### config.mk
export PLATFORM = sky130hd
export DESIGN_NAME = slotted_collision_backoff
export DESIGN_NICKNAME = d
export VERILOG_FILES = /design/src/slcb_pkg.sv /design/src/slotted_collision_backoff.sv /design/src/slcb_lane.sv /design/src/slcb_merge.sv
export SDC_FILE = /design/constraint.sdc
export NUM_CORES = 1
export LEC_CHECK = 0
export ABC_AREA = 0
export BUFFER_PORTS_ARGS = -buffer_cell sky130_fd_sc_hd__buf_2
export CORE_MARGIN = 2
export CORE_UTILIZATION = 40
export DETAILED_ROUTE_END_ITERATION = 6
export PLACE_DENSITY_LB_ADDON = 0.08
export SETUP_SLACK_MARGIN = 0.5
export SLEW_MARGIN = 20
export SYNTH_ARGS = -nofsm -noshare
export SYNTH_HDL_FRONTEND = slang
export SYNTH_SLANG_ARGS = --single-unit
### constraint.sdc
create_clock -name clk -period 10.5 [get_ports clk]
set_input_delay 1.575 -clock clk [delete_from_list [all_inputs] [get_ports clk]]
set_output_delay 1.575 -clock clk [all_outputs]
set_load 0.1 [all_outputs]
### src/slcb_pkg.sv
`timescale 1ns / 1ps
// Shared types and constants for the slotted collision backoff block.
// Used by slcb_lane, slcb_merge and slotted_collision_backoff; no dependencies.
package slcb_pkg;

    localparam int NUM_STATIONS  = 5;
    localparam int BACKOFF_CAP   = 10;
    localparam int MASK_BITS_MAX = 10;
    localparam int RAND_FIELDS   = 5;

    localparam int RAND_W    = 10;
    localparam int SLOT_W    = 16;
    localparam int TALLY_W   = 4;
    localparam int STATION_W = 3;
    localparam int MASK_W    = 5;
    localparam int IDX_W     = 4;
    localparam int CNT_W     = $clog2(NUM_STATIONS + 1);

    localparam int IN_TDATA_W  = ((RAND_FIELDS * RAND_W + 7) / 8) * 8;
    localparam int OUT_FIELD_W = SLOT_W + 1 + STATION_W + 1 + MASK_W + 1;
    localparam int OUT_TDATA_W = ((OUT_FIELD_W + 7) / 8) * 8;

    localparam logic [SLOT_W-1:0] SLOT_MAX = {SLOT_W{1'b1}};

    // Codes carried in the input tuser bit.
    localparam logic KIND_TICK  = 1'b0;
    localparam logic KIND_START = 1'b1;

    // Slot outcome broadcast from the merge stage back to every lane.
    typedef struct packed {
        logic single;
        logic multi;
    } slot_ctrl_t;

    // One result word, first field in the lowest bits.
    typedef struct packed {
        logic                 all_sent;
        logic [MASK_W-1:0]    contender_mask;
        logic                 collided;
        logic [STATION_W-1:0] success_station;
        logic                 success_valid;
        logic [SLOT_W-1:0]    slot_number;
    } result_t;

endpackage

### src/slotted_collision_backoff.sv
`timescale 1ns / 1ps
// Top level of the slotted collision backoff block: station lanes, merge stage,
// slot counter and a two-word output buffer. Depends on slcb_pkg, slcb_lane, slcb_merge.
//
//   Channel   Dir  tdata fields (low bit up)                          tuser
//   s_axis    in   rand_st0..rand_st4, 10 bits each, zero pad to 56   kind
//   m_axis    out  slot_number, success_valid, success_station,        -
//                  collided, contender_mask, all_sent, zero pad to 32
//
// Each input word is evaluated in the cycle it is accepted: every lane
// compares its schedule with the slot counter, the merge stage counts the
// contenders, and all station state and the counter update at that edge.
// A new word can be accepted every cycle while the skid word is empty; each result is registered.
// A second output register catches one result while the sink stalls, so the
// input stalls only once two results are waiting.
// Reset clears all station state, the slot counter and both output words.
module slotted_collision_backoff (
    input  logic                                clk,
    input  logic                                rst_n,
    input  logic                                s_axis_tvalid,
    output logic                                s_axis_tready,
    // rand_st0 [9:0], rand_st1 [19:10], rand_st2 [29:20], rand_st3 [39:30],
    // rand_st4 [49:40], zero [55:50]
    input  logic [slcb_pkg::IN_TDATA_W-1:0]     s_axis_tdata,
    // kind [0]
    input  logic                                s_axis_tuser,
    output logic                                m_axis_tvalid,
    input  logic                                m_axis_tready,
    // slot_number [15:0], success_valid [16], success_station [19:17],
    // collided [20], contender_mask [25:21], all_sent [26], zero [31:27]
    output logic [slcb_pkg::OUT_TDATA_W-1:0]    m_axis_tdata
);

    logic accept;
    logic start;
    logic step;

    logic [slcb_pkg::SLOT_W-1:0] slot_reg, slot_next;

    logic [slcb_pkg::NUM_STATIONS-1:0] contend;
    logic [slcb_pkg::NUM_STATIONS-1:0] sent;
    slcb_pkg::slot_ctrl_t              ctrl;
    logic [slcb_pkg::STATION_W-1:0]    winner;
    logic [slcb_pkg::MASK_W-1:0]       mask;
    logic                              all_sent;

    slcb_pkg::result_t result;
    slcb_pkg::result_t out_reg, out_next;
    slcb_pkg::result_t skid_reg, skid_next;
    logic              out_valid_reg, out_valid_next;
    logic              skid_valid_reg, skid_valid_next;

    assign s_axis_tready = !skid_valid_reg;
    assign accept        = s_axis_tvalid && s_axis_tready;
    assign start         = accept && (s_axis_tuser == slcb_pkg::KIND_START);
    assign step          = accept && (s_axis_tuser == slcb_pkg::KIND_TICK);

    // One lane per station; stations beyond the input fields back off by zero.
    for (genvar i = 0; i < slcb_pkg::NUM_STATIONS; i++)
    begin : g_lane
        logic [slcb_pkg::RAND_W-1:0] lane_rand;

        if (i < slcb_pkg::RAND_FIELDS)
        begin : g_rand
            assign lane_rand = s_axis_tdata[i*slcb_pkg::RAND_W +: slcb_pkg::RAND_W];
        end
        else
        begin : g_zero
            assign lane_rand = '0;
        end

        slcb_lane u_lane (
            .clk       (clk),
            .rst_n     (rst_n),
            .step      (step),
            .start     (start),
            .slot      (slot_reg),
            .rand_bits (lane_rand),
            .ctrl      (ctrl),
            .contend   (contend[i]),
            .sent      (sent[i])
        );
    end

    slcb_merge u_merge (
        .contend  (contend),
        .sent     (sent),
        .ctrl     (ctrl),
        .winner   (winner),
        .mask     (mask),
        .all_sent (all_sent)
    );

    // A start word answers with every field zero.
    always_comb
    begin
        if (s_axis_tuser == slcb_pkg::KIND_START)
        begin
            result = '0;
        end
        else
        begin
            result.slot_number     = slot_reg;
            result.success_valid   = ctrl.single;
            result.success_station = winner;
            result.collided        = ctrl.multi;
            result.contender_mask  = mask;
            result.all_sent        = all_sent;
        end
    end

    // The slot counter clears on start and saturates at its top value.
    always_comb
    begin
        slot_next = slot_reg;
        if (start)
        begin
            slot_next = '0;
        end
        else if (step && (slot_reg != slcb_pkg::SLOT_MAX))
        begin
            slot_next = slot_reg + slcb_pkg::SLOT_W'(1);
        end
    end

    // Output register with one skid word behind it.
    always_comb
    begin
        out_next        = out_reg;
        out_valid_next  = out_valid_reg;
        skid_next       = skid_reg;
        skid_valid_next = skid_valid_reg;
        if (m_axis_tready || !out_valid_reg)
        begin
            if (skid_valid_reg)
            begin
                out_next        = skid_reg;
                out_valid_next  = 1'b1;
                skid_valid_next = 1'b0;
            end
            else
            begin
                out_next       = result;
                out_valid_next = accept;
            end
        end
        else if (accept)
        begin
            skid_next       = result;
            skid_valid_next = 1'b1;
        end
    end

    always_ff @(posedge clk or negedge rst_n)
    begin
        if (!rst_n)
        begin
            slot_reg       <= '0;
            out_valid_reg  <= 1'b0;
            skid_valid_reg <= 1'b0;
            out_reg        <= '0;
            skid_reg       <= '0;
        end
        else
        begin
            slot_reg       <= slot_next;
            out_valid_reg  <= out_valid_next;
            skid_valid_reg <= skid_valid_next;
            out_reg        <= out_next;
            skid_reg       <= skid_next;
        end
    end

    assign m_axis_tvalid = out_valid_reg;
    assign m_axis_tdata  = slcb_pkg::OUT_TDATA_W'(out_reg);

endmodule

### src/slcb_lane.sv
`timescale 1ns / 1ps
// One station lane: holds the station's schedule, collision tally and sent flag,
// detects contention and applies the backoff update. Depends on slcb_pkg.
module slcb_lane (
    input  logic                             clk,
    input  logic                             rst_n,
    input  logic                             step,
    input  logic                             start,
    input  logic [slcb_pkg::SLOT_W-1:0]      slot,
    input  logic [slcb_pkg::RAND_W-1:0]      rand_bits,
    input  slcb_pkg::slot_ctrl_t             ctrl,
    output logic                             contend,
    output logic                             sent
);

    logic [slcb_pkg::SLOT_W-1:0]  sched_reg, sched_next;
    logic [slcb_pkg::TALLY_W-1:0] tally_reg, tally_next;
    logic                         sent_reg, sent_next;

    logic [slcb_pkg::TALLY_W-1:0] tally_inc;
    logic [slcb_pkg::TALLY_W-1:0] mask_bits;
    logic [slcb_pkg::RAND_W:0]    bmask_wide;
    logic [slcb_pkg::RAND_W-1:0]  backoff;
    logic [slcb_pkg::SLOT_W:0]    resched_sum;
    logic [slcb_pkg::SLOT_W-1:0]  resched;

    assign contend = !sent_reg && (sched_reg == slot);
    assign sent    = sent_reg;

    always_comb
    begin
        tally_inc = (tally_reg < slcb_pkg::TALLY_W'(slcb_pkg::BACKOFF_CAP))
                    ? tally_reg + slcb_pkg::TALLY_W'(1) : tally_reg;
        mask_bits = (tally_inc > slcb_pkg::TALLY_W'(slcb_pkg::MASK_BITS_MAX))
                    ? slcb_pkg::TALLY_W'(slcb_pkg::MASK_BITS_MAX) : tally_inc;
        bmask_wide = ((slcb_pkg::RAND_W + 1)'(1) << mask_bits) - (slcb_pkg::RAND_W + 1)'(1);
        backoff    = rand_bits & bmask_wide[slcb_pkg::RAND_W-1:0];
        resched_sum = {1'b0, slot} + (slcb_pkg::SLOT_W + 1)'(1)
                    + (slcb_pkg::SLOT_W + 1)'(backoff);
        resched = resched_sum[slcb_pkg::SLOT_W] ? slcb_pkg::SLOT_MAX
                                                : resched_sum[slcb_pkg::SLOT_W-1:0];

        sched_next = sched_reg;
        tally_next = tally_reg;
        sent_next  = sent_reg;
        if (start)
        begin
            sched_next = '0;
            tally_next = '0;
            sent_next  = 1'b0;
        end
        else if (step && contend)
        begin
            if (ctrl.single)
            begin
                sent_next = 1'b1;
            end
            else if (ctrl.multi)
            begin
                tally_next = tally_inc;
                sched_next = resched;
            end
        end
    end

    always_ff @(posedge clk or negedge rst_n)
    begin
        if (!rst_n)
        begin
            sched_reg <= '0;
            tally_reg <= '0;
            sent_reg  <= 1'b0;
        end
        else
        begin
            sched_reg <= sched_next;
            tally_reg <= tally_next;
            sent_reg  <= sent_next;
        end
    end

endmodule

### src/slcb_merge.sv
`timescale 1ns / 1ps
// Merge stage: counts the contending lanes, picks the winner and forms the
// slot outcome and status fields. Depends on slcb_pkg.
module slcb_merge (
    input  logic [slcb_pkg::NUM_STATIONS-1:0] contend,
    input  logic [slcb_pkg::NUM_STATIONS-1:0] sent,
    output slcb_pkg::slot_ctrl_t              ctrl,
    output logic [slcb_pkg::STATION_W-1:0]    winner,
    output logic [slcb_pkg::MASK_W-1:0]       mask,
    output logic                              all_sent
);

    logic [slcb_pkg::CNT_W-1:0] count;
    logic [slcb_pkg::IDX_W-1:0] win_idx;

    // The last contender found is the winner; it only matters when it is alone.
    always_comb
    begin
        count   = '0;
        win_idx = '0;
        for (int i = 0; i < slcb_pkg::NUM_STATIONS; i++)
        begin
            count = count + slcb_pkg::CNT_W'(contend[i]);
            if (contend[i])
            begin
                win_idx = slcb_pkg::IDX_W'(i);
            end
        end
        ctrl.single = (count == slcb_pkg::CNT_W'(1));
        ctrl.multi  = (count > slcb_pkg::CNT_W'(1));
        winner      = ctrl.single ? win_idx[slcb_pkg::STATION_W-1:0] : '0;
        all_sent    = &(sent | (ctrl.single ? contend : '0));
    end

    for (genvar b = 0; b < slcb_pkg::MASK_W; b++)
    begin : g_mask
        if (b < slcb_pkg::NUM_STATIONS)
        begin : g_live
            assign mask[b] = contend[b];
        end
        else
        begin : g_none
            assign mask[b] = 1'b0;
        end
    end

endmodule

==> results.sh, run 1 <==
export IMPL_outcome="finished clean"
export IMPL_tightest_slew_ns=1.03
export IMPL_cts_buffer_depth=2
export IMPL_dieHeight_um=182
export IMPL_globalRouteOverflowTotal=0
export IMPL_synth_avg_cell_area_um2=8.59
export IMPL_largest_reg_flops=80
export IMPL_critical_path_class="reg2reg"
export IMPL_htree_num_levels=4
export IMPL_global_route_wire_length_before_repair_um=58600
export IMPL_mostFrequentLayoutCell="sky130_fd_sc_hd__nand2_1"
export IMPL_timing_critical_path_fanout_max=20
export IMPL_max_vdd_ir_drop_v=0.000171
export IMPL_global_route_usage_total=0.226
export IMPL_portBuffers=83
export IMPL_placement_setup_worst_slack_ns=4.27
export IMPL_hp_class="reg2reg"
export IMPL_std_cell_rows=65
export IMPL_yosys_synthesis_warning_count=0
export IMPL_cts_hold_buffers=0
export IMPL_synth_simple_gate_area_frac=0.206
export IMPL_tns_ns=0
export IMPL_antennaDiodeCount=0
export IMPL_synth_edf_count=0
export IMPL_static_leakage_power_nw=6.68
export IMPL_hold_path_depth=2
export IMPL_synth_ff_type="sky130_fd_sc_hd__dfrtp_1"
export IMPL_fin_crit_sh=0.605
export IMPL_report_final_hold_viol_count=0
export IMPL_setup_viol=0
export IMPL_antenna_violating_nets_post_route=0
export IMPL_fin_nets=1644
export IMPL_worst_setup_path_end_kind="flip-flop"
export IMPL_ys_ff_latch=177
export IMPL_largest_net_degree_at_the_start_of_global_routing=106
export IMPL_final_cells=1928
export IMPL_slew_viol_final=0
export IMPL_detailedPlacementHpwl_um=26100
export IMPL_syn2layout_area_growth_pct=10.3
export IMPL_pin_count=95
export IMPL_slew_headroom=0.307
export IMPL_max_freq_mhz=158
export IMPL_clockRootBuffer="sky130_fd_sc_hd__clkbuf_16"
export IMPL_post_synth_xor_area_fraction=0.117
export IMPL_netlist_instances=1478
export IMPL_synth_area_top_cells="sky130_fd_sc_hd__dfrtp_1, sky130_fd_sc_hd__ha_1, sky130_fd_sc_hd__xnor2_1"
export IMPL_detail_route_wirelength_um=37000
export IMPL_post_cts_resized_instances=0
export IMPL_crit_path_start_kind="flip-flop"
export IMPL_synth_largest_area_cell="sky130_fd_sc_hd__dfrtp_1"
export IMPL_worstPathArrival_ns=6.72
export IMPL_layout_common_cells="sky130_fd_sc_hd__nand2_1, sky130_fd_sc_hd__dfrtp_1, sky130_fd_sc_hd__nor2_1, sky130_fd_sc_hd__o21ai_0, sky130_fd_sc_hd__a21oi_1"
export IMPL_fp_dieArea_um2=33200
export IMPL_max_cap_viol_count=0
export IMPL_worst_setup_hold_path_clk_slew_ns=0.08
export IMPL_clk_insertion_delay_late_ns=0.44
export IMPL_synthArstFlopShare=1.00
export IMPL_period_needed_ns=6.35
export IMPL_p_per_area_nw_per_um2=214
export IMPL_sum_of_internal_switching_and_leakage_power_mw=3.00
export IMPL_cts_sinks=177
export IMPL_initial_drc_count=793
export IMPL_standard_cell_core_area_um2=31400
export IMPL_grt_setup_unrepaired="no"
export IMPL_synth_top_family_by_area="simple AND/OR/NAND/NOR gates"
export IMPL_floorplan_initialDensity=0.404
export IMPL_synth_top_area_share=0.349
export IMPL_netlist_area_um2=12700
export IMPL_synth_area_mux_share=0.0143
export IMPL_cts_tree="done"
export IMPL_post_cts_setup_buffer_count=0
export IMPL_detailedRoute_firstPassIterationCount=5
export IMPL_gp_routability_congestion=0.850
export IMPL_synth_yosys_seq_area_share=0.349
export IMPL_compound_gate_portion_of_the_synthesized_area=0.198
export IMPL_post_route_cells_drive_above_1_share=0.117
export IMPL_routedWlPerCell_um=19.2
export IMPL_number_of_buffers_created_by_cts=17
export IMPL_die_x_um=182
export IMPL_post_route_worst_setup_slack_ns=4.15
export IMPL_worst_endpoint_required_ns=10.87
export IMPL_via_count_of_the_first_global_routing_pass=10129
export IMPL_via_count=10818
export IMPL_antenna_violations_before_repair=0
export IMPL_avgViaCountPerCell=5.61
export IMPL_post_synth_fa_ha_maj_area_fraction=0.0731
export IMPL_hold_ws_ns=0.472
export IMPL_synth_lib_cells_used_distinct=76
export IMPL_drc_errors=0
export IMPL_placedCellCount=1896
export IMPL_clock_skew_ns=0.0149
export IMPL_ff2ff_path_depth=15
path summary, 6_finish.rpt:
check,to,from,slack [ns]
max reg2reg,g_lane[3].u_lane.sched_reg[12],slot_reg[12],4.15
max,g_lane[3].u_lane.sched_reg[12],slot_reg[12],4.15
min in group asynchronous,m_axis_tdata[3],rst_n,1.24
min reg2reg,m_axis_tdata[15],m_axis_tdata[15],0.47
min,m_axis_tdata[15],m_axis_tdata[15],0.47
max in group asynchronous,g_lane[1].u_lane.sched_reg[11],rst_n,7.73
cell families after synthesis:
kind of cell             count (synthesis)
AO/OA/AOI/OAI                          380
other                                    1
multiplexers                            17
flip-flops                             177
adder cells (fa/ha/maj)                 70
buffers and inverters                  120
AND/OR/NAND/NOR                        544
XOR/XNOR                               169
metrics by stage:
stage	area, µm²	utilization
3_5_place_dp	13400	0.427
2_1_floorplan	12700	-
5_1_grt	14000	0.446
6_report	14000	0.446
4_1_cts	14000	0.446
3_3_place_gp	13400	0.427
metal layers:
layer / track usage / share of wire
met1: 0.326 / 0.49
met2: 0.361 / 0.45
met3: 0.0281 / 0.040
met4: 0.0545 / 0.017
met5: 0 / 0
layout make-up:
cell class | instances | area [µm²]
Clock buffer | 18 | 429
Clock inverter | 14 | 161
Fill cell | 3134 | 17400
Inverter | 25 | 93.8
Multi-Input combinational cell | 1185 | 7790
Sequential cell | 177 | 4430
Tap cell | 402 | 503
Timing Repair Buffer | 107 | 604
cells in the mapped netlist, drive strengths merged (10+ instances only):
master	instances
nor2b	14
buf	36
nand3	61
ha	63
nor2	126
nand2b	26
inv	24
dfrtp	177
a31oi	14
and3	10
a221o	41
nor3	35
o21ai	125
a21o	10
a21oi	92
o31ai	10
o21a	21
nor4	17
xnor2	88
and2	28
clkbuf	59
nand2	183
nand4	17
xor2	81
a32o	10
critical path: stages (launching register included):
cell                      delay, ns
sky130_fd_sc_hd__dfrtp_1       0.83
sky130_fd_sc_hd__xor2_1        0.16
sky130_fd_sc_hd__nor4_1        0.38
sky130_fd_sc_hd__nand4_1       0.32
sky130_fd_sc_hd__nor3_2        0.74
sky130_fd_sc_hd__ha_1          0.26
sky130_fd_sc_hd__inv_1         0.05
sky130_fd_sc_hd__fa_1          0.47
sky130_fd_sc_hd__inv_1         0.04
sky130_fd_sc_hd__ha_1          0.18
sky130_fd_sc_hd__fa_1          0.48
sky130_fd_sc_hd__nor2_1        0.15
sky130_fd_sc_hd__nor3_1        0.77
sky130_fd_sc_hd__and2_1        0.72
sky130_fd_sc_hd__o21a_1        0.52
sky130_fd_sc_hd__a221o_1       0.18
power by group:
part           leakage, nW  total (mW)  switching (mW)  internal [mW]
Combinational         3.95        1.51            1.03          0.489
Sequential            2.44       0.839          0.0774          0.762
Clock                0.285       0.647           0.326          0.322
Total                 6.68        3.00            1.43           1.57
Note: power is estimated with default switching activity, not from simulation.
==> run 2: changes to the inputs <==
==> constraint.sdc (replaced) <==
create_clock -name clk -period 5.3 [get_ports clk]
set_input_delay 0.795 -clock clk [delete_from_list [all_inputs] [get_ports clk]]
set_output_delay 0.795 -clock clk [all_outputs]
set_load 0.1 [all_outputs]
==> run 2 against run 1 <==
Global-route usage up 0.87 points. Clock power up 93%. Design area up 2.2%. Worst setup slack worse by 3.5 ns. Power up 100%. First-iteration DRC count up 3.8%. Register-to-register slack worse by 3.5 ns. Combinational power up 110%. Non-clock buffer count up 39. Via count up 0.78%. Core utilization up 0.97 points. Critical path depth up 3.
==> results.sh, run 2 (synthesis gave the netlist of run 1 again) <==
export IMPL_path_delay_family="simple AND/OR/NAND/NOR gates"
export IMPL_global_route_usage_total=0.235
export IMPL_std_cell_rows=65
export IMPL_cts_tree="done"
export IMPL_detailedRoute_firstPassIterationCount=5
export IMPL_worst_setup_hold_path_clk_slew_ns=0.08
export IMPL_global_route_wire_length_before_repair_um=60300
export IMPL_worstPathArrival_ns=4.94
export IMPL_timing_critical_path_fanout_max=15
export IMPL_via_count=10902
export IMPL_clock_skew_ns=0.0182
export IMPL_detail_route_wirelength_um=38000
export IMPL_tns_ns=0
export IMPL_htree_num_levels=4
export IMPL_report_final_hold_viol_count=0
export IMPL_critical_path_class="reg2reg"
export IMPL_gp_routability_congestion=0.878
export IMPL_routedWlPerCell_um=19.3
export IMPL_static_leakage_power_nw=6.82
export IMPL_outcome="finished clean"
export IMPL_p_per_area_nw_per_um2=428
export IMPL_slew_viol_final=0
export IMPL_post_cts_setup_buffer_count=0
export IMPL_floorplan_initialDensity=0.404
export IMPL_antennaDiodeCount=0
export IMPL_grt_setup_unrepaired="no"
export IMPL_worst_endpoint_required_ns=5.65
export IMPL_final_cells=1967
export IMPL_hp_class="in2async"
export IMPL_portBuffers=83
export IMPL_via_count_of_the_first_global_routing_pass=10409
export IMPL_syn2layout_area_growth_pct=12.7
export IMPL_period_needed_ns=4.60
export IMPL_cts_sinks=177
export IMPL_antenna_violations_before_repair=0
export IMPL_setup_viol=0
export IMPL_detailedPlacementHpwl_um=27800
export IMPL_max_vdd_ir_drop_v=0.000341
export IMPL_sum_of_internal_switching_and_leakage_power_mw=6.12
export IMPL_final_cell_area_um2=14300
export IMPL_largest_reg_flops=80
export IMPL_layout_common_cells="sky130_fd_sc_hd__nand2_1, sky130_fd_sc_hd__dfrtp_1, sky130_fd_sc_hd__nor2_1, sky130_fd_sc_hd__o21ai_0, sky130_fd_sc_hd__a21oi_1"
export IMPL_largest_net_degree_at_the_start_of_global_routing=106
export IMPL_post_route_cells_drive_above_1_share=0.144
export IMPL_cpMaxStageDelayCell="sky130_fd_sc_hd__dfrtp_1"
export IMPL_cts_hold_buffers=0
export IMPL_initial_drc_count=823
export IMPL_final_core_util=0.456
export IMPL_detailed_place_area_um2=13700
export IMPL_clk_insertion_delay_late_ns=0.45
export IMPL_fin_nets=1683
export IMPL_drc_errors=0
export IMPL_worst_setup_path_end_kind="flip-flop"
export IMPL_fp_dieArea_um2=33200
export IMPL_antenna_violating_nets_post_route=0
export IMPL_critical_path_max_stage_delay_ns=0.53
export IMPL_fin_crit_sh=0.868
export IMPL_mostFrequentLayoutCell="sky130_fd_sc_hd__nand2_1"
export IMPL_crit_chain="buf_4 -> xor2_1 -> nor4_1 -> nand4_1 -> nor3_2 -> ha_1 -> inv_1 -> fa_1 -> inv_1 -> ha_1 -> fa_1 -> nor2_1 -> buf_4 -> nor3_1 -> and2_1 -> buf_4 -> a21o_1 -> a32o_1"
export IMPL_standard_cell_core_area_um2=31400
export IMPL_tightest_slew_ns=0.965
export IMPL_max_freq_mhz=217
export IMPL_crit_path_start_kind="flip-flop"
export IMPL_globalRouteOverflowTotal=0
export IMPL_placedCellCount=1935
export IMPL_cts_buffer_depth=2
export IMPL_max_cap_viol_count=0
export IMPL_pin_count=95
export IMPL_dieHeight_um=182
export IMPL_slew_headroom=0.352
export IMPL_number_of_buffers_created_by_cts=17
export IMPL_avgViaCountPerCell=5.54
export IMPL_critical_path_buf_inv_count=5
export IMPL_die_x_um=182
export IMPL_cpMostUsedCell="sky130_fd_sc_hd__buf_4"
export IMPL_clockRootBuffer="sky130_fd_sc_hd__clkbuf_16"
==> run 2: cell count changes in the layout (fill, tap and decap cells not counted), sizes merged <==
cell / previous run / this run
inv: 32 / 27
buf: 106 / 145
clkbuf: 19 / 24
clkinv: 6 / 3
bufinv: 0 / 1
clkinvlp: 1 / 3
==> run 2: final cells by class <==
cell class / count / area [µm²]
Timing Repair Buffer: 146 / 901
Clock inverter: 9 / 101
Tap cell: 402 / 503
Multi-Input combinational cell: 1185 / 7820
Fill cell: 3125 / 17100
Sequential cell: 177 / 4440
Clock buffer: 23 / 458
Inverter: 25 / 93.8
==> run 2: metal layers <==
layer	global-route usage	part of all wire	vias to the layer above
met1	0.337	0.48	5201
met2	0.362	0.45	257
met4	0.0803	0.027	0
met3	0.0331	0.041	47
li1	-	-	5397
met5	0	0	-
==> run 2: what timing repair did <==
action,4_1_cts,5_1_grt
pin swaps,0,1
gates resized for setup,1,21
setup endpoints to repair,1,70
==> run 2: power by group <==
group / internal [mW] / switching, mW
combinational: 1.12 / 2.09
clock: 0.670 / 0.582
sequential: 1.51 / 0.143
==> run 2: final timing paths <==
kind,from,endpoint,slack [ns],depth (start not counted)
worst max-delay path,slot_reg[3],g_lane[3].u_lane.tally_reg[1],0.70,18
worst min-delay path,rst_n,m_axis_tdata[2],0.47,1
worst max register to register,slot_reg[3],g_lane[3].u_lane.tally_reg[1],0.70,18
worst min register to register,m_axis_tdata[10],m_axis_tdata[10],0.47,2
max in group asynchronous,rst_n,g_lane[1].u_lane.tally_reg[1],3.70,2
min in group clk,m_axis_tdata[10],m_axis_tdata[10],0.47,2
==> run 2: stage by stage <==
step	setup WS [ns]	hold slack, ns
after floorplan	0.959	0.444
after global placement	0.611	0.456
after detailed placement	0.533	0.463
after CTS	0.523	0.479
after global routing	0.502	0.504
final	0.701	0.466
